===== src/design/ps2me_pkg.sv =====
// Shared types and constants for the PS/2 mouse device emulator.
// Used by the front, queue, back and top-level modules; no dependencies.
package ps2me_pkg;

    // Input event codes
    typedef enum logic [1:0] {
        OP_HOST_BYTE  = 2'd0,
        OP_USB_REPORT = 2'd1,
        OP_TICK       = 2'd2,
        OP_RESET_DONE = 2'd3
    } ps2me_op_t;

    // Host commands
    localparam logic [7:0] CMD_RESET        = 8'hff;
    localparam logic [7:0] CMD_SET_DEFAULTS = 8'hf6;
    localparam logic [7:0] CMD_DISABLE      = 8'hf5;
    localparam logic [7:0] CMD_ENABLE       = 8'hf4;
    localparam logic [7:0] CMD_SET_RATE     = 8'hf3;
    localparam logic [7:0] CMD_GET_ID       = 8'hf2;
    localparam logic [7:0] CMD_READ_DATA    = 8'heb;
    localparam logic [7:0] CMD_STATUS       = 8'he9;

    // Device replies and packet constants
    localparam logic [7:0] RSP_ACK         = 8'hfa;
    localparam logic [7:0] RSP_SELF_TEST   = 8'haa;
    localparam logic [7:0] BYTE_AVOID_SUB  = 8'hab;
    localparam logic [7:0] STATUS_RES      = 8'h02;
    localparam logic [7:0] PKT_SYNC_BIT    = 8'h08;
    localparam logic [7:0] DEFAULT_RATE    = 8'd100;
    localparam logic [7:0] WHEEL_MIN       = 8'hf8;
    localparam logic [7:0] WHEEL_MAX       = 8'h07;

    // Sample-rate knock sequences
    localparam logic [23:0] KNOCK_WHEEL   = 24'hc86450;
    localparam logic [23:0] KNOCK_BUTTONS = 24'hc8c850;

    // Device IDs
    localparam logic [2:0] ID_PLAIN   = 3'd0;
    localparam logic [2:0] ID_WHEEL   = 3'd3;
    localparam logic [2:0] ID_BUTTONS = 3'd4;

    // One run of reply bytes caused by one input beat
    typedef struct packed {
        logic [3:0][7:0] data;
        logic [2:0]      nbytes;
        logic [7:0]      rate;
        logic            rpt;
    } ps2me_run_t;

endpackage


===== src/design/ps2me_front.sv =====
// Front part: accepts input beats, updates the mouse state and builds reply runs.
// Depends on ps2me_pkg.
module ps2me_front (
    input  logic                  clk,
    input  logic                  rst_n,
    input  logic                  accept,
    input  logic [1:0]            opcode,
    input  logic [7:0]            host_byte,
    input  logic [7:0]            previous_host_byte,
    input  logic [7:0]            button_bits,
    input  logic signed [7:0]     move_x,
    input  logic signed [7:0]     move_y,
    input  logic signed [7:0]     move_wheel,
    input  logic                  link_busy,
    output logic                  push,
    output ps2me_pkg::ps2me_run_t run
);
    import ps2me_pkg::*;

    logic        rep_en_reg,  rep_en_next;
    logic        moving_reg,  moving_next;
    logic [23:0] hist_reg,    hist_next;
    logic [2:0]  id_reg,      id_next;
    logic [7:0]  rate_reg,    rate_next;
    logic [7:0]  held_reg,    held_next;
    logic [15:0] sum_x_reg,   sum_x_next;
    logic [15:0] sum_y_reg,   sum_y_next;
    logic [7:0]  sum_w_reg,   sum_w_next;
    logic        pending_reg, pending_next;

    // Packet arithmetic on the current sums
    logic              x_lt, x_gt, y_lt, y_gt;
    logic [7:0]        clamp_x, clamp_y;
    logic [15:0]       carry_x, carry_y;
    logic [7:0]        pb1, pb2, pb3, pb4, wb;
    logic signed [8:0] nw;
    logic              pkt_idle;
    logic [23:0]       hist_shift;

    assign x_lt = $signed(sum_x_reg) < -16'sd255;
    assign x_gt = $signed(sum_x_reg) > 16'sd255;
    assign y_lt = $signed(sum_y_reg) < -16'sd255;
    assign y_gt = $signed(sum_y_reg) > 16'sd255;

    assign clamp_x = x_lt ? 8'd1 : (x_gt ? 8'hff : sum_x_reg[7:0]);
    assign clamp_y = y_lt ? 8'd1 : (y_gt ? 8'hff : sum_y_reg[7:0]);
    assign carry_x = x_lt ? sum_x_reg + 16'd255 : (x_gt ? sum_x_reg - 16'd255 : 16'd0);
    assign carry_y = y_lt ? sum_y_reg + 16'd255 : (y_gt ? sum_y_reg - 16'd255 : 16'd0);

    // Header byte: sync bit, buttons, x sign, y sign (y flipped to up-positive)
    assign pb1 = PKT_SYNC_BIT | {5'd0, held_reg[2:0]}
               | {3'd0, sum_x_reg[15], 4'd0}
               | {2'd0, (~sum_y_reg[15] & (|sum_y_reg)), 5'd0};
    assign pb2 = (clamp_x == RSP_SELF_TEST) ? BYTE_AVOID_SUB : clamp_x;
    assign pb3 = ((8'd0 - clamp_y) == RSP_SELF_TEST) ? BYTE_AVOID_SUB : (8'd0 - clamp_y);

    // Wheel: negate in 9 bits, clamp to a 4-bit signed range
    assign nw = 9'sd0 - $signed({sum_w_reg[7], sum_w_reg});
    assign wb = (nw < -9'sd8) ? WHEEL_MIN : ((nw > 9'sd7) ? WHEEL_MAX : nw[7:0]);
    assign pb4 = (id_reg == ID_BUTTONS) ? {2'd0, held_reg[4], held_reg[3], wb[3:0]} : wb;

    assign pkt_idle = (held_reg == 8'd0) && (sum_x_reg == 16'd0)
                    && (sum_y_reg == 16'd0) && (sum_w_reg == 8'd0);
    assign hist_shift = {hist_reg[15:0], host_byte};

    // Next state and reply run for the beat on the inputs
    always_comb
    begin
        rep_en_next  = rep_en_reg;
        moving_next  = moving_reg;
        hist_next    = hist_reg;
        id_next      = id_reg;
        rate_next    = rate_reg;
        held_next    = held_reg;
        sum_x_next   = sum_x_reg;
        sum_y_next   = sum_y_reg;
        sum_w_next   = sum_w_reg;
        pending_next = pending_reg;
        run.data     = '0;
        run.nbytes   = 3'd0;

        case (ps2me_op_t'(opcode))
            OP_HOST_BYTE:
            begin
                run.data[0] = RSP_ACK;
                run.nbytes  = 3'd1;
                if (previous_host_byte == CMD_SET_RATE)
                begin
                    rate_next = host_byte;
                    hist_next = hist_shift;
                    if (id_reg == ID_PLAIN && hist_shift == KNOCK_WHEEL)
                        id_next = ID_WHEEL;
                    else if (id_reg == ID_WHEEL && hist_shift == KNOCK_BUTTONS)
                        id_next = ID_BUTTONS;
                    moving_next = 1'b0;
                    held_next   = 8'd0;
                    sum_x_next  = 16'd0;
                    sum_y_next  = 16'd0;
                    sum_w_next  = 8'd0;
                end
                else
                begin
                    case (host_byte)
                        CMD_RESET:
                        begin
                            pending_next = 1'b1;
                            id_next      = ID_PLAIN;
                            rate_next    = DEFAULT_RATE;
                            rep_en_next  = 1'b0;
                        end
                        CMD_SET_DEFAULTS:
                        begin
                            rate_next   = DEFAULT_RATE;
                            rep_en_next = 1'b0;
                        end
                        CMD_DISABLE: rep_en_next = 1'b0;
                        CMD_ENABLE:  rep_en_next = 1'b1;
                        CMD_GET_ID:
                        begin
                            run.data[1] = {5'd0, id_reg};
                            run.nbytes  = 3'd2;
                        end
                        CMD_STATUS:
                        begin
                            run.data[1] = {2'd0, rep_en_reg, 5'd0};
                            run.data[2] = STATUS_RES;
                            run.data[3] = rate_reg;
                            run.nbytes  = 3'd4;
                        end
                        default: ;
                    endcase
                    // Every command except read data and status drops motion
                    if (host_byte == CMD_READ_DATA)
                        moving_next = 1'b1;
                    else if (host_byte != CMD_STATUS)
                    begin
                        moving_next = 1'b0;
                        held_next   = 8'd0;
                        sum_x_next  = 16'd0;
                        sum_y_next  = 16'd0;
                        sum_w_next  = 8'd0;
                    end
                end
            end
            OP_USB_REPORT:
            begin
                held_next  = button_bits;
                sum_x_next = sum_x_reg + {{8{move_x[7]}}, move_x};
                sum_y_next = sum_y_reg + {{8{move_y[7]}}, move_y};
                sum_w_next = sum_w_reg + move_wheel;
            end
            OP_TICK:
            begin
                if (rep_en_reg && !link_busy)
                begin
                    sum_x_next = carry_x;
                    sum_y_next = carry_y;
                    sum_w_next = 8'd0;
                    if (!pkt_idle || moving_reg)
                    begin
                        moving_next = !pkt_idle;
                        run.data[0] = pb1;
                        run.data[1] = pb2;
                        run.data[2] = pb3;
                        run.data[3] = pb4;
                        run.nbytes  = (id_reg == ID_WHEEL || id_reg == ID_BUTTONS)
                                    ? 3'd4 : 3'd3;
                    end
                end
            end
            OP_RESET_DONE:
            begin
                if (pending_reg)
                begin
                    pending_next = 1'b0;
                    run.data[0]  = RSP_SELF_TEST;
                    run.data[1]  = {5'd0, id_reg};
                    run.nbytes   = 3'd2;
                end
            end
            default: ;
        endcase

        run.rate = rate_next;
        run.rpt  = rep_en_next;
    end

    assign push = accept && (run.nbytes != 3'd0);

    // Hold state; advance only on an accepted beat
    always_ff @(posedge clk or negedge rst_n)
    begin
        if (!rst_n)
        begin
            rep_en_reg  <= 1'b0;
            moving_reg  <= 1'b0;
            hist_reg    <= 24'd0;
            id_reg      <= ID_PLAIN;
            rate_reg    <= DEFAULT_RATE;
            held_reg    <= 8'd0;
            sum_x_reg   <= 16'd0;
            sum_y_reg   <= 16'd0;
            sum_w_reg   <= 8'd0;
            pending_reg <= 1'b1;
        end
        else if (accept)
        begin
            rep_en_reg  <= rep_en_next;
            moving_reg  <= moving_next;
            hist_reg    <= hist_next;
            id_reg      <= id_next;
            rate_reg    <= rate_next;
            held_reg    <= held_next;
            sum_x_reg   <= sum_x_next;
            sum_y_reg   <= sum_y_next;
            sum_w_reg   <= sum_w_next;
            pending_reg <= pending_next;
        end
    end

endmodule


===== src/design/ps2me_queue.sv =====
// Short queue of reply runs between the front and back parts.
// Depends on ps2me_pkg.
module ps2me_queue #(
    parameter int DEPTH = 2
) (
    input  logic                  clk,
    input  logic                  rst_n,
    input  logic                  push,
    input  ps2me_pkg::ps2me_run_t push_run,
    input  logic                  pop,
    output ps2me_pkg::ps2me_run_t head_run,
    output logic                  head_valid,
    output logic                  full
);
    import ps2me_pkg::*;

    localparam int PW = $clog2(DEPTH);
    localparam int CW = $clog2(DEPTH + 1);

    ps2me_run_t      slot_reg [DEPTH];
    logic [PW-1:0]   wr_ptr_reg, wr_ptr_next;
    logic [PW-1:0]   rd_ptr_reg, rd_ptr_next;
    logic [CW-1:0]   count_reg,  count_next;
    logic            do_push, do_pop;

    assign full       = (count_reg == CW'(DEPTH));
    assign head_valid = (count_reg != '0);
    assign head_run   = slot_reg[rd_ptr_reg];
    assign do_push    = push && !full;
    assign do_pop     = pop && head_valid;

    // Advance pointers with wrap at the depth
    always_comb
    begin
        wr_ptr_next = wr_ptr_reg;
        rd_ptr_next = rd_ptr_reg;
        count_next  = count_reg;
        if (do_push)
            wr_ptr_next = (wr_ptr_reg == PW'(DEPTH - 1)) ? '0 : wr_ptr_reg + 1'b1;
        if (do_pop)
            rd_ptr_next = (rd_ptr_reg == PW'(DEPTH - 1)) ? '0 : rd_ptr_reg + 1'b1;
        if (do_push && !do_pop)
            count_next = count_reg + 1'b1;
        else if (do_pop && !do_push)
            count_next = count_reg - 1'b1;
    end

    always_ff @(posedge clk or negedge rst_n)
    begin
        if (!rst_n)
        begin
            wr_ptr_reg <= '0;
            rd_ptr_reg <= '0;
            count_reg  <= '0;
        end
        else
        begin
            wr_ptr_reg <= wr_ptr_next;
            rd_ptr_reg <= rd_ptr_next;
            count_reg  <= count_next;
        end
    end

    // Store the pushed run
    always_ff @(posedge clk)
    begin
        if (do_push)
            slot_reg[wr_ptr_reg] <= push_run;
    end

endmodule


===== src/design/ps2me_back.sv =====
// Back part: walks the head run byte by byte into the output register.
// Depends on ps2me_pkg.
module ps2me_back (
    input  logic                  clk,
    input  logic                  rst_n,
    input  ps2me_pkg::ps2me_run_t head_run,
    input  logic                  head_valid,
    output logic                  pop,
    input  logic                  out_stall,
    output logic                  out_valid,
    output logic [7:0]            out_byte,
    output logic                  last_of_run,
    output logic [7:0]            sample_rate,
    output logic                  reporting_on
);
    import ps2me_pkg::*;

    logic [1:0] idx_reg,   idx_next;
    logic       valid_reg, valid_next;
    logic [7:0] byte_reg;
    logic       last_reg;
    logic [7:0] rate_reg;
    logic       rpt_reg;
    logic       load;
    logic       is_last;

    assign load    = head_valid && (!valid_reg || !out_stall);
    assign is_last = ({1'b0, idx_reg} == (head_run.nbytes - 3'd1));
    assign pop     = load && is_last;

    // Step through the run; drop the output beat once taken
    always_comb
    begin
        idx_next   = idx_reg;
        valid_next = valid_reg;
        if (load)
        begin
            valid_next = 1'b1;
            idx_next   = is_last ? 2'd0 : idx_reg + 2'd1;
        end
        else if (!out_stall)
            valid_next = 1'b0;
    end

    always_ff @(posedge clk or negedge rst_n)
    begin
        if (!rst_n)
        begin
            idx_reg   <= 2'd0;
            valid_reg <= 1'b0;
        end
        else
        begin
            idx_reg   <= idx_next;
            valid_reg <= valid_next;
        end
    end

    // Load the output payload
    always_ff @(posedge clk)
    begin
        if (load)
        begin
            byte_reg <= head_run.data[idx_reg];
            last_reg <= is_last;
            rate_reg <= head_run.rate;
            rpt_reg  <= head_run.rpt;
        end
    end

    assign out_valid    = valid_reg;
    assign out_byte     = byte_reg;
    assign last_of_run  = last_reg;
    assign sample_rate  = rate_reg;
    assign reporting_on = rpt_reg;

endmodule


===== src/design/ps2_mouse_device_emulator_top.sv =====
// PS/2 mouse device emulator, device side with wheel and 5-button extensions.
// An input beat is taken every cycle while the reply queue has room; each beat
// updates the mouse state at once and queues its reply bytes, if any (one to four), as
// one run. Reply bytes leave one per cycle through a registered output while
// out_stall is low, and the reply queue (QUEUE_DEPTH runs, range 2 and up) sets
// how far input can run ahead of output. Depends on ps2me_pkg, ps2me_front,
// ps2me_queue, ps2me_back.
module ps2_mouse_device_emulator_top #(
    parameter int QUEUE_DEPTH = 2
) (
    input  logic              clk,
    input  logic              rst_n,
    input  logic              in_valid,
    output logic              in_stall,
    input  logic [1:0]        opcode,
    input  logic [7:0]        host_byte,
    input  logic [7:0]        previous_host_byte,
    input  logic [7:0]        button_bits,
    input  logic signed [7:0] move_x,
    input  logic signed [7:0] move_y,
    input  logic signed [7:0] move_wheel,
    input  logic              link_busy,
    output logic              out_valid,
    input  logic              out_stall,
    output logic [7:0]        out_byte,
    output logic              last_of_run,
    output logic [7:0]        sample_rate,
    output logic              reporting_on
);
    import ps2me_pkg::*;

    logic       accept;
    logic       push;
    logic       pop;
    logic       head_valid;
    logic       full;
    ps2me_run_t push_run;
    ps2me_run_t head_run;

    assign in_stall = full;
    assign accept   = in_valid && !full;

    // Accept and classify beats
    ps2me_front u_front (
        .clk                (clk),
        .rst_n              (rst_n),
        .accept             (accept),
        .opcode             (opcode),
        .host_byte          (host_byte),
        .previous_host_byte (previous_host_byte),
        .button_bits        (button_bits),
        .move_x             (move_x),
        .move_y             (move_y),
        .move_wheel         (move_wheel),
        .link_busy          (link_busy),
        .push               (push),
        .run                (push_run)
    );

    // Buffer reply runs
    ps2me_queue #(
        .DEPTH (QUEUE_DEPTH)
    ) u_queue (
        .clk        (clk),
        .rst_n      (rst_n),
        .push       (push),
        .push_run   (push_run),
        .pop        (pop),
        .head_run   (head_run),
        .head_valid (head_valid),
        .full       (full)
    );

    // Serialize reply bytes
    ps2me_back u_back (
        .clk          (clk),
        .rst_n        (rst_n),
        .head_run     (head_run),
        .head_valid   (head_valid),
        .pop          (pop),
        .out_stall    (out_stall),
        .out_valid    (out_valid),
        .out_byte     (out_byte),
        .last_of_run  (last_of_run),
        .sample_rate  (sample_rate),
        .reporting_on (reporting_on)
    );

endmodule

===== config.mk =====
export PLATFORM = sky130hd
export DESIGN_NAME = ps2_mouse_device_emulator_top
export DESIGN_NICKNAME = d
export VERILOG_FILES = /design/src/design/ps2me_pkg.sv /design/src/design/ps2me_front.sv /design/src/design/ps2me_queue.sv /design/src/design/ps2me_back.sv /design/src/design/ps2_mouse_device_emulator_top.sv
export SDC_FILE = /design/constraint.sdc
export NUM_CORES = 1
export LEC_CHECK = 0
export BUFFER_PORTS_ARGS = -buffer_cell sky130_fd_sc_hd__buf_2
export CAP_MARGIN = 20
export CORE_MARGIN = 5
export CORE_UTILIZATION = 62
export DETAILED_ROUTE_END_ITERATION = 8
export GPL_TIMING_DRIVEN = 0
export PLACE_DENSITY = 0.84
export RECOVER_POWER = 50
export SLEW_MARGIN = 25
export SYNTH_ARGS = -nofsm -noshare
export SYNTH_HDL_FRONTEND = slang
export SYNTH_SLANG_ARGS = --single-unit

===== constraint.sdc =====
create_clock -name clk -period 4.65 [get_ports clk]
set_input_delay 0.465 -clock clk [delete_from_list [all_inputs] [get_ports clk]]
set_output_delay 0.465 -clock clk [all_outputs]
set_load 0.05 [all_outputs]

* After elaboration in Yosys (flattened, before gate mapping) *
Memory sizes are Yosys's and may differ from the RTL's.
Index checks and enable logic that the tools add are counted.
W data, S select, Z words.

storage, ports and cells
  register bits after elaboration = 103
  logic and storage cells = 189
  memories = 1
  bits in writable memories = 88
  bits of input ports = 55
  bits in read-only memories = 0
  latch bits = 0

cells by class
  shift-type cells = 0
  add/sub/neg operators = 15
  order comparisons = 7
  bitwise logic cells = 4
  divide/modulo/power cells = 0
  muxes and demuxes = 67
  reductions and logical operators = 47
  $mul = 0
  eq/ne operators = 29

memory list
  name              depth  bits a word  rd ports  clocked after Yosys merged registers in  write ports  line               RTL
  u_queue.slot_reg  2      44           1         0                                        1            ps2me_queue.sv:20  ps2me_run_t slot_reg [DEPTH];

operators with widths
  cell                     number
  $mux W16                 10
  $mux W8                  17
  $pmux W16 S3             2
  $eq A8 B8 Y1 const B     10
  $mux W35                 2
  $pmux W19 S3             1
  $eq A24 B24 Y1 const B   2
  $add A16 B16 Y16         2
  $add A16 B8 Y16 const B  2
  $gt A16 B9 Y1 const B    2
  $logic_not A16 Y1        2
  $lt A16 B9 Y1 const B    2
  $pmux W16 S2             1
  $sub A16 B8 Y16 const B  2
  $mux W24                 1
  $pmux W8 S3              1
  $mux W3                  6
  $bmux W8 S2              1
  $logic_not A8 Y1         2
  $pmux W8 S2              1
  $reduce_or A16 Y1        1
  $mux W1                  15
  $logic_and A1 B1 Y1      14
  $mux W14                 1
  other kinds (41)         69

* Longest topological paths before layout *
Gate-level depths: netlist (run 1).

  depth after elaboration = 16
  mapped depth = 13
  mapped depth without buffers = 11

* Hierarchy *
A second synthesis (run 1) with hierarchy kept.

unflattened totals
  cell total of the unflattened synthesis = 1170
  area total of the unflattened synthesis = 11865.1 µm²

by module, submodules not included
  module                         area an instance (µm²)  times used  sequential area each (µm²)  cells an instance
  ps2me_front                    7294.5                  1           1931.9                      964
  ps2me_queue                    3575.9                  1           2742.6                      156
  ps2me_back                     980.9                   1           615.6                       49
  ps2_mouse_device_emulator_top  13.8                    1           0.0                         1

* Worst setup path after synthesis (run 1) *
OpenSTA, ideal clock, no wires.

  kind = input-to-reg
  from = input port opcode[0]
  to = memory u_queue.slot_reg[0][0] (netlist name), enable pin
  library setup time = 0.451 ns
  arrival = 3.943 ns
  buffers on the path = 1
  stages on the path = 8
  data required time = 4.199 ns
  slack = 0.257 ns
  cell sequence = inv_1 ha_1 clkbuf_1 inv_1 nor3_1 o21ai_2 a211oi_1 nor2b_1

between the ends
  cells in the longest elaborated chain, start to end = 7
  elaborated cells on any way between the ends = 9
  classes of those cells = eq/ne: 2; mux: 3; reduce/logical: 4

ends and longest elaborated chain
  element                                           line                                 RTL
  start, declared                                   ps2_mouse_device_emulator_top.sv:15  input logic [1:0] opcode,
  $eq A2 B2 Y1 or $logic_not A2 Y1 (tied branches)  ps2me_front.sv:82                    case (ps2me_op_t'(opcode))
  $pmux W19 S3 *                                    ps2me_front.sv:82
  $reduce_bool A3 Y1 *                              ps2me_front.sv:188                   assign push = accept && (run.nbytes != 3'd0);
  $logic_and A1 B1 Y1 *                             ps2me_front.sv:188
  $logic_and A1 B1 Y1 *                             ps2me_queue.sv:29                    assign do_push = push && !full;
  via u_queue.do_push                               ps2me_queue.sv:24                    logic do_push, do_pop;
  $mux W1 *                                         ps2me_queue.sv:67                    if (do_push)
  $mux W1 (not written as such) *                   ps2me_queue.sv:68                    slot_reg[wr_ptr_reg] <= push_run;
  end, declared                                     ps2me_queue.sv:20

Mark *: on every way through the listed nets, which the timed path passes. The rest lies on a longest branch.

* Final worst setup path (run 1) *
  from = register u_queue.rd_ptr_reg
  to = register u_queue.count_reg[1]

between the ends
  cells in the longest elaborated chain, start to end = 8
  elaborated cells on any way between the ends = 10
  classes of those cells = add/sub: 1; eq/ne: 1; mux: 1; reduce/logical: 6; memory: 1

ends and longest elaborated chain
  element                                        line               RTL
  start, declared                                ps2me_queue.sv:22  logic [PW-1:0] rd_ptr_reg, rd_ptr_next;
  start signal, assigned                         ps2me_queue.sv:59  rd_ptr_reg <= rd_ptr_next;
  $mem_v2 Z2 W44 *                               --
  $sub A3 B1 Y3 *                                ps2me_back.sv:28   assign is_last = ({1'b0, idx_reg} == (head_run.nbytes - 3'd1));
  $eq A2 B3 Y1 *                                 ps2me_back.sv:28
  via u_back.is_last                             ps2me_back.sv:25   logic is_last;
  $logic_and A1 B1 Y1 *                          ps2me_back.sv:29   assign pop = load && is_last;
  $logic_and A1 B1 Y1 *                          ps2me_queue.sv:30  assign do_pop = pop && head_valid;
  $logic_not A1 Y1                               ps2me_queue.sv:42  if (do_push && !do_pop)
  $logic_and A1 B1 Y1                            ps2me_queue.sv:42
  $mux W2 or $reduce_bool A2 Y1 (tied branches)  --
  end signal, assigned                           ps2me_queue.sv:60  count_reg <= count_next;
  end, declared                                  ps2me_queue.sv:23  logic [CW-1:0] count_reg, count_next;

Marks and branches as above.
A chain may end at the register's enable or synchronous reset.

==> results.toml, run 1 <==
[flow_run]
max_cap_violations = 2

[final_layout]
fin_nets = 1322
antenna_cells = 0
syn2layout_area_growth_pct = 11.4
layout_commonest_cell = "edfxtp_1"
drive_gt1_share_pct = 15.4
largest_register_ff_count = 88
final_cell_mix = "edfxtp_1 (106), nand2_1 (96), nor2_1 (94)"
instances_no_fill = 1450

[power_and_ir_drop]
power_leakage_nw = 5.19
vdd_drop_max_mv = 0.413
powerDensity_mw_per_mm2 = 629
total_power_w = 0.00806

[clocking]
path_clk_slew_ns = 0.08
clock-sinks = 190
cts_buffers = 17
cts_tree = "yes"
clk_latency_ns = 0.45
clock-root-buffer = "clkbuf_16"
cts_max_path_buffers = 2
h-tree-depth = 4
post_cts_buffers = 0

[global_route]
antenna_found_initial = 1
track_usage_pct = 27.6
first_global_vias = 9068
grt_max_degree = 59
grt_pass1_wl_mm = 47.6
overflow = 0

[sta]
hold_violations = 0
rsz0062_at_grt = "false"
skew_ns = 0.0133
fin_crit_ns = 3.88
final-max-slew-violation-count = 51
finalSetupViolations = 0
max_slew_margin_pct = -40.4
fmax_ghz = 0.258
finalCritPeriodShare_pct = 83.4
setup_tns_ns = 0
max_slew.worst_pin.slew_ns = 2.11

[floorplanning]
coreArea_mm2 = 0.0181
fp-row-count = 49
initial_core_util_pct = 63.4
io_pins = 75
fp.dieH_um = 146
die_w_um = 146
die_area_mm2 = 0.0214

[routing]
routedWlPerCell_um = 20.5
viasPerCell = 6.59
drt-initial-drc-count = 839
wirelength_mm = 29.7
drc_errors = 0
vias = 9558
antenna_left = 0
drt_pass1_iterations = 6

[synthesis]
synth_nets = 1226
yosys.cell_types.count = 78
synthFlopType = "edfxtp_1"
synthTopCellsByArea = "edfxtp_1 (28%), dfrtp_1 (17%), ha_1 (6.1%)"
avgSynthCellArea_um2 = 10.3
yosysTopAreaCell = "edfxtp_1"
netlist.area_leader.share_pct = 27.7
ys_warn_count = 0
synth_cells = 1112
synthArstFlopShare_pct = 44.2
syn_area_mm2 = 0.0115
synth-seq-cells = 190
synth-edff-count = 106
ys_seq_area_share_pct = 46.0

[worst_hold_path]
min_to = "u_front.held_reg[5]$_DFFE_PN0P_"
hp-start = "button_bits[5]"
hold_path_class = "in -> reg"
whs_path_depth = 2

[setup_path]
cp_max_fo = 10
critical-path-max-stage-delay_ns = 0.55
endpoint_kind = "flip-flop"
critPathBufInv = 3
worstPathArrival_ns = 4.24
r2r_end = "u_queue.count_reg[1]$_DFFE_PN0P_"
path_delay_family = "buffers and inverters"
path_cells = "buf_2, buf_2, clkbuf_1, mux2i_1, ha_1, xnor2_1, nor3_1, nand2_1, ha_1, xor2_1, nor2_1, xor2_1"
critical_path_required_ns = 5.02
start_kind = "flip-flop"
cp_slowest_cell = "clkbuf_1"
worstRegToRegCells = 12
ff2ff_setup_slack_ns = 0.77
worstSetupPathType = "reg -> reg"
reg2reg_from = "u_queue.rd_ptr_reg$_DFFE_PN0P_"

[placed_design]
dpl.cell_count = 1417
port_buffers = 72
gp_congestion = 0.964
dp_hpwl_mm = 21.3

[status]
status = "finished with violations"
violations = "capacitance limit, slew limit"
timing repair:
item | CTS | global route
resized for setup | 0 | 0
hold buffers | 1 | 0
endpoints found under the hold margin | 26 | 0
logic make-up (layout without fill, tap and decap cells):
family | Yosys count | in the layout | share of synthesized area [%]
adders and majority gates | 59 | 59 | 6.61
buffers and inverters | 90 | 199 | 3.35
DFF | 190 | 190 | 46.0
AOI/OAI and AO/OA | 305 | 305 | 17.5
xor gates and xnor gates | 50 | 50 | 3.81
muxes | 63 | 63 | 7.67
and+or+nand+nor | 355 | 355 | 15.1
where the power goes:
part / leakage, nW / internal, W / switching, W
clock network: 0.292 / 0.000738 / 0.000738
registers: 2.08 / 0.00223 / 0.000302
logic: 2.82 / 0.00152 / 0.00253
total: 5.19 / 0.00449 / 0.00357
through the flow:
stage / cell area [µm²] / hold slack [ns] / worst slack [ns] / util [%]
after global routing: 12800 / 0.240 / 0.390 / 70.6
final: 12800 / 0.245 / 0.774 / 70.6
after global placement: 12200 / 0.467 / -1.86 / 67.0
after CTS: 12900 / 0.234 / 0.776 / 71.1
after detailed placement: 12300 / 0.360 / 0.405 / 67.7
after floorplan: 11500 / 0.169 / 0.257 / -
worst max path at each step:
stage | from | to | slack (ns) | depth (start not counted)
floorplan | opcode[0] | u_queue.slot_reg[0][0]$_DFFE_PP_ | 0.26 | 8
detailed placement | opcode[0] | u_queue.slot_reg[1][17]$_DFFE_PP_ | 0.40 | 10
global route | u_queue.rd_ptr_reg$_DFFE_PN0P_ | u_queue.count_reg[1]$_DFFE_PN0P_ | 0.39 | 12
global placement | opcode[0] | u_queue.slot_reg[0][14]$_DFFE_PP_ | -1.86 | 9
finish | u_queue.rd_ptr_reg$_DFFE_PN0P_ | u_queue.count_reg[1]$_DFFE_PN0P_ | 0.77 | 12
CTS | u_queue.rd_ptr_reg$_DFFE_PN0P_ | u_queue.count_reg[1]$_DFFE_PN0P_ | 0.78 | 12
final cells by class:
| cell class | instances | area, µm² |
|---|---|---|
| Clock inverter | 14 | 165 |
| Clock buffer | 18 | 439 |
| Sequential cell | 190 | 5290 |
| Timing Repair Buffer | 77 | 423 |
| Fill cell | 1284 | 5330 |
| Tap cell | 229 | 287 |
| Buffer | 57 | 259 |
| Multi-Input combinational cell | 832 | 5830 |
| Inverter | 33 | 124 |
Yosys cell counts (11+ instances only):
library cell,count
dfrtp_1,80
mux2_2,41
a21o_1,20
nor2_1,94
nand4_1,17
edfxtp_1,106
nor3_1,25
o21ai_0,79
xor2_1,20
o22ai_1,15
a22oi_1,12
xnor2_1,30
and3_1,11
a21oi_1,64
ha_1,56
buf_2,22
nand2_1,96
nand3_1,41
mux4_2,16
clkbuf_1,29
a22o_1,14
nor4_1,11
inv_1,33
routing by layer:
metal,vias to the layer above,global-route usage (%),share of wire [%]
met4,2,8.33,1.9
met3,45,4.96,8.3
li1,4392,-,-
met1,4628,38.6,42
met5,-,0,0.061
met2,491,44.4,48
Note: power is estimated with default switching activity, not from simulation.
==> run 2, diff against run 1 <==
- CORE_UTILIZATION: 62 -> 56
- PLACE_DENSITY: 0.84 -> 0.8
- clock period: 4.65 -> 3.5 ns (I/O delays scaled with it)
==> run 2 against run 1 <==
Against the previous run:
- the flow still finishes with violations (capacitance limit, slew limit)
- utilization down 6.8 points
- combinational power increased by 33%
- fmax up 16%
- register-to-register slack got worse by 0.61 ns
- clock skew up 0.00051 ns
- non-clock buffer count is 4 lower
- count of clock-buffer cells in the layout decreased by 1
- critical path type unchanged
- highest routed layer unchanged
==> results.toml, run 2 (synthesized netlist as in run 1, its figures left out) <==
[setup_path]
ff2ff_setup_slack_ns = 0.16
critPathBufInv = 1
worstRegToRegCells = 10
startpoint = "u_front.sum_y_reg[5]$_DFFE_PN0P_"
r2r_end = "u_queue.slot_reg[1][28]$_DFFE_PP_"
endpoint = "u_queue.slot_reg[1][28]$_DFFE_PP_"
cp_max_fo = 10
path_delay_family = "simple AND/OR/NAND/NOR gates"
cp_slowest_cell = "dfrtp_1"
reg2reg_from = "u_front.sum_y_reg[5]$_DFFE_PN0P_"
endpoint_kind = "flip-flop"
critical-path-max-stage-delay_ns = 0.51
worstSetupPathType = "reg -> reg"
worstPathArrival_ns = 3.61
start_kind = "flip-flop"
path_cells = "nor4_4, and3_2, o31a_1, clkbuf_4, nor3_2, ha_2, or4b_1, nor2_1, o211ai_2, o22ai_2"
cp.depth = 10
critical_path_required_ns = 3.77

[routing]
viasPerCell = 6.43
drt_pass1_iterations = 6
antenna_left = 0
vias = 9565
routedWlPerCell_um = 20.0
wirelength_mm = 29.7
drc_errors = 0
drt-initial-drc-count = 998

[sta]
fin_ws_ns = 0.163
max_slew.worst_pin.slew_ns = 2.46
fmax_ghz = 0.300
fin_crit_ns = 3.34
max_slew_margin_pct = -63.7
rsz0062_at_grt = "false"
hold_violations = 0
final-max-slew-violation-count = 59
finalCritPeriodShare_pct = 95.3
hold_ws_ns = 0.137
finalSetupViolations = 0
skew_ns = 0.0138

[global_route]
first_global_vias = 8992
grt_pass1_wl_mm = 47.5
grt_max_degree = 50
antenna_found_initial = 1
track_usage_pct = 24.8
overflow = 0

[final_layout]
syn2layout_area_growth_pct = 12.3
final_design_area_no_fill_mm2 = 0.0129
final_cell_mix = "edfxtp_1 (106), nand2_1 (96), nor2_1 (94)"
antenna_cells = 0
fin_nets = 1319
layout_commonest_cell = "edfxtp_1"
drive_gt1_share_pct = 16.4
largest_register_ff_count = 88

[placed_design]
place_ws_ns = -0.579
place_area_mm2 = 0.0123
dp_hpwl_mm = 21.5
gp_congestion = 0.933
port_buffers = 72

[floorplanning]
die_area_mm2 = 0.0235
fp.dieH_um = 153
coreArea_mm2 = 0.0202
initial_core_util_pct = 56.9
fp-row-count = 52
io_pins = 75
die_w_um = 153

[clocking]
h-tree-depth = 4
clock-sinks = 190
path_clk_slew_ns = 0.08
cts_tree = "yes"
cts_buffers = 17
clock-root-buffer = "clkbuf_16"
clk_latency_ns = 0.44
cts_max_path_buffers = 2
post_cts_buffers = 0

[power_and_ir_drop]
total_power_w = 0.0108
power_leakage_nw = 5.20
powerDensity_mw_per_mm2 = 836
vdd_drop_max_mv = 0.434

[status]
status = "finished with violations"
violations = "capacitance limit, slew limit"

[worst_hold_path]
hold_path_class = "in -> reg"

[flow_run]
max_cap_violations = 2
run 2: stage by stage:
step | std cells | TNS, ns | utilization [%]
after floorplan | 1112 | 0 | -
after CTS | 1489 | 0 | 64.0
after global routing | 1488 | 0 | 63.9
after global placement | 1454 | -127.66 | 60.3
final | 1488 | 0 | 63.9
after detailed placement | 1457 | -36.56 | 60.8
run 2: worst min-delay path by stage:
stage,startpoint,to,slack [ns],cells after the start
after floorplan,rst_n,u_back.idx_reg[0]$_DFFE_PN0P_,0.05,0
after global placement,u_back.out_valid$_DFFE_PN0P_,u_back.out_valid$_DFFE_PN0P_,0.47,2
after detailed placement,rst_n,u_back.out_valid$_DFFE_PN0P_,0.29,1
after CTS,button_bits[3],u_front.held_reg[3]$_DFFE_PN0P_,0.13,2
after global routing,out_stall,u_back.out_valid$_DFFE_PN0P_,0.14,3
final,button_bits[3],u_front.held_reg[3]$_DFFE_PN0P_,0.14,2
run 2: routing by layer:
metal	global-route usage (%)	share of wire, %	vias up	wire length (µm)
li1	-	-	4414	-
met1	35.8	43	4632	12900
met2	39.6	47	464	14000
met3	3.96	7.8	53	2320
met4	6.10	1.9	2	567
met5	0	0.044	-	13
run 2: final cells by class:
cell class | instances | area (µm²)
well taps | 270 | 338
fillers | 1574 | 7310
flip-flops and latches | 190 | 5290
inverters | 33 | 124
repair buffers | 76 | 410
multi-input cells | 833 | 5880
plain buffers | 54 | 254
clock buffers | 17 | 425
clock inverters | 15 | 200
run 2: worst reg2reg max path: stages (launching register included):
cell	delay, ns
dfrtp_1	0.51
nor4_4	0.46
and3_2	0.35
o31a_1	0.29
clkbuf_4	0.29
nor3_2	0.09
ha_2	0.30
or4b_1	0.51
nor2_1	0.17
o211ai_2	0.10
o22ai_2	0.12
run 2: report_power, final:
| part | switching (W) | internal [W] | total (W) |
|---|---|---|---|
| logic | 0.00337 | 0.00204 | 0.00541 |
| registers | 0.000430 | 0.00296 | 0.00339 |
| clock network | 0.00102 | 0.000991 | 0.00201 |
| total | 0.00482 | 0.00599 | 0.0108 |
run 2: what timing repair did:
action / CTS / global route
endpoints found under the hold margin: 34 / 0
hold buffers: 1 / 0
endpoints found under the setup margin: 50 / 34
resized for setup: 5 / 10
cloned: 1 / 0
==> run 3, diff against run 2 <==
- CORE_ASPECT_RATIO: unset -> 0.75
- MAX_ROUTING_LAYER: unset -> met4
==> run 3 against run 2 <==
Against the previous run:
- register-to-register slack worse by 0.04 ns
- critical endpoint unchanged
- the flow still finishes with violations (capacitance limit, slew limit)
- utilization hardly changed
- routed wire length is 0.57% higher
- largest power group unchanged
==> results.toml, run 3 (synthesized netlist as in run 1, its figures left out) <==
[clocking]
cts_tree = "yes"
clk_latency_ns = 0.44
clock-root-buffer = "clkbuf_16"
clock-sinks = 190
path_clk_slew_ns = 0.08
cts_max_path_buffers = 2
h-tree-depth = 4
cts_buffers = 17

[sta]
max_slew.worst_pin.slew_ns = 1.97
setup_tns_ns = 0
max_slew_margin_pct = -31.5
final-max-slew-violation-count = 30
fmax_ghz = 0.296
skew_ns = 0.0137
fin_crit_ns = 3.38
finalSetupViolations = 0
finalCritPeriodShare_pct = 96.5
hold_violations = 0

[setup_path]
cp_slowest_cell = "or4b_1"
path_delay_family = "simple AND/OR/NAND/NOR gates"
start_kind = "flip-flop"
ff2ff_setup_slack_ns = 0.12
worstPathArrival_ns = 3.66
reg2reg_from = "u_front.sum_y_reg[2]$_DFFE_PN0P_"
endpoint_kind = "flip-flop"
critPathBufInv = 3
worstRegToRegCells = 12
critical_path_required_ns = 3.78
r2r_end = "u_queue.slot_reg[1][28]$_DFFE_PP_"
worstSetupPathType = "reg -> reg"
critical-path-max-stage-delay_ns = 0.57
path_cells = "buf_2, nor4_4, and3_2, o31a_1, buf_4, nor3_2, ha_1, clkbuf_1, or4b_1, nor2_1, o211ai_2, o22ai_2"
cp_max_fo = 10

[placed_design]
gp_congestion = 0.952
dp_hpwl_mm = 21.9
port_buffers = 72

[floorplanning]
die_w_um = 176
io_pins = 75
initial_core_util_pct = 56.9
fp.dieH_um = 134
coreArea_mm2 = 0.0202
die_area_mm2 = 0.0235
fp-row-count = 45

[routing]
routedWlPerCell_um = 20.2
wirelength_mm = 29.9
vias = 9475
drt_pass1_iterations = 6
drt-initial-drc-count = 1055
antenna_left = 0
drc_errors = 0
viasPerCell = 6.40

[final_layout]
syn2layout_area_growth_pct = 12.1
final_cell_mix = "edfxtp_1 (106), nand2_1 (96), nor2_1 (94)"
antenna_cells = 0
largest_register_ff_count = 88
num-fill-cells = 1561
layout_commonest_cell = "edfxtp_1"
fin_util_pct = 63.8
fin_nets = 1323
drive_gt1_share_pct = 16.4

[global_route]
overflow = 0
first_global_vias = 9004
antenna_found_initial = 0
grt_pass1_wl_mm = 47.5
grt_max_degree = 56
track_usage_pct = 26.2

[power_and_ir_drop]
powerDensity_mw_per_mm2 = 831
power_leakage_nw = 5.21
vdd_drop_max_mv = 0.408

[worst_hold_path]
hold_path_class = "in -> reg"
whs_path_depth = 2
min_to = "u_front.held_reg[1]$_DFFE_PN0P_"
hp-start = "button_bits[1]"

[flow_run]
max_cap_violations = 1

[status]
status = "finished with violations"
violations = "capacitance limit, slew limit"
## run 3: cell count changes in the layout (fill, tap and decap cells not counted), moves of 2 or more
cell / change
clkinv_8: -2
inv_6: +3
clkinv_2: +2
inv_12: -3
buf_4: +3
## run 3: worst max-delay path by stage
stage,startpoint,to,slack [ns],cells past startpoint
6_report,u_front.sum_y_reg[2]$_DFFE_PN0P_,u_queue.slot_reg[1][28]$_DFFE_PP_,0.12,12
5_1_grt,u_front.sum_y_reg[2]$_DFFE_PN0P_,u_queue.slot_reg[1][28]$_DFFE_PP_,-0.01,12
4_1_cts,u_queue.rd_ptr_reg$_DFFE_PN0P_,u_queue.count_reg[1]$_DFFE_PN0P_,0.02,11
3_5_place_dp,opcode[0],u_queue.slot_reg[1][41]$_DFFE_PP_,-0.52,10
3_3_place_gp,opcode[0],u_queue.slot_reg[0][33]$_DFFE_PP_,-1.63,9
2_1_floorplan,opcode[0],u_queue.slot_reg[0][0]$_DFFE_PP_,0.04,8
## run 3: report_power, final
group / internal, W / total [W] / switching, W
sequential: 0.00295 / 0.00337 / 0.000420
combinational: 0.00207 / 0.00544 / 0.00337
clock: 0.000955 / 0.00191 / 0.000954
## run 3: area by class of cell
class	count	area (µm²)	share of cell area, %
multi-input combinational	832	5870	45.5
clock buffer	18	429	3.33
buffer	55	260	2.02
tap	258	323	2.50
timing repair buffer	80	455	3.53
inverter	33	124	0.960
clock inverter	14	148	1.14
sequential	190	5290	41.0
## run 3: stage by stage
stage / instances / setup WS [ns] / hold WS (ns) / cell area [µm²] / power (W)
after floorplan: 1112 / 0.0367 / 0.0544 / 11500 / 0.00734
after global placement: 1442 / -1.63 / 0.469 / 12200 / 0.00851
after detailed placement: 1446 / -0.522 / 0.261 / 12300 / 0.00869
after CTS: 1478 / 0.0229 / 0.123 / 12900 / 0.0106
after global routing: 1480 / -0.0129 / 0.126 / 12900 / 0.0114
final: 1480 / 0.122 / 0.131 / 12900 / 0.0107
## run 3: worst reg2reg max path, delay by kind of cell, from the launching register on
kind            cells  cell delay (ns)
fa+ha+maj           1             0.24
buf+inv             3             0.63
simple gates        5             1.46
flops               1             0.38
compound gates      3             0.51
## run 3: repair_timing
action,in CTS,in global routing
endpoints found under the hold margin,29,0
pin swaps,0,2
buffers inserted,0,3
resized for setup,6,8
endpoints found under the setup margin,71,4
gates cloned,0,0
hold buffers,1,0
## run 3: metal layers
layer / wire length (µm) / GRT usage [%] / vias to the layer above
li1: - / - / 4399
met1: 13800 / 38.8 / 4546
met2: 12800 / 36.7 / 469
met3: 2790 / 5.72 / 61
met4: 571 / 6.93 / 0
met5: 0 / - / -
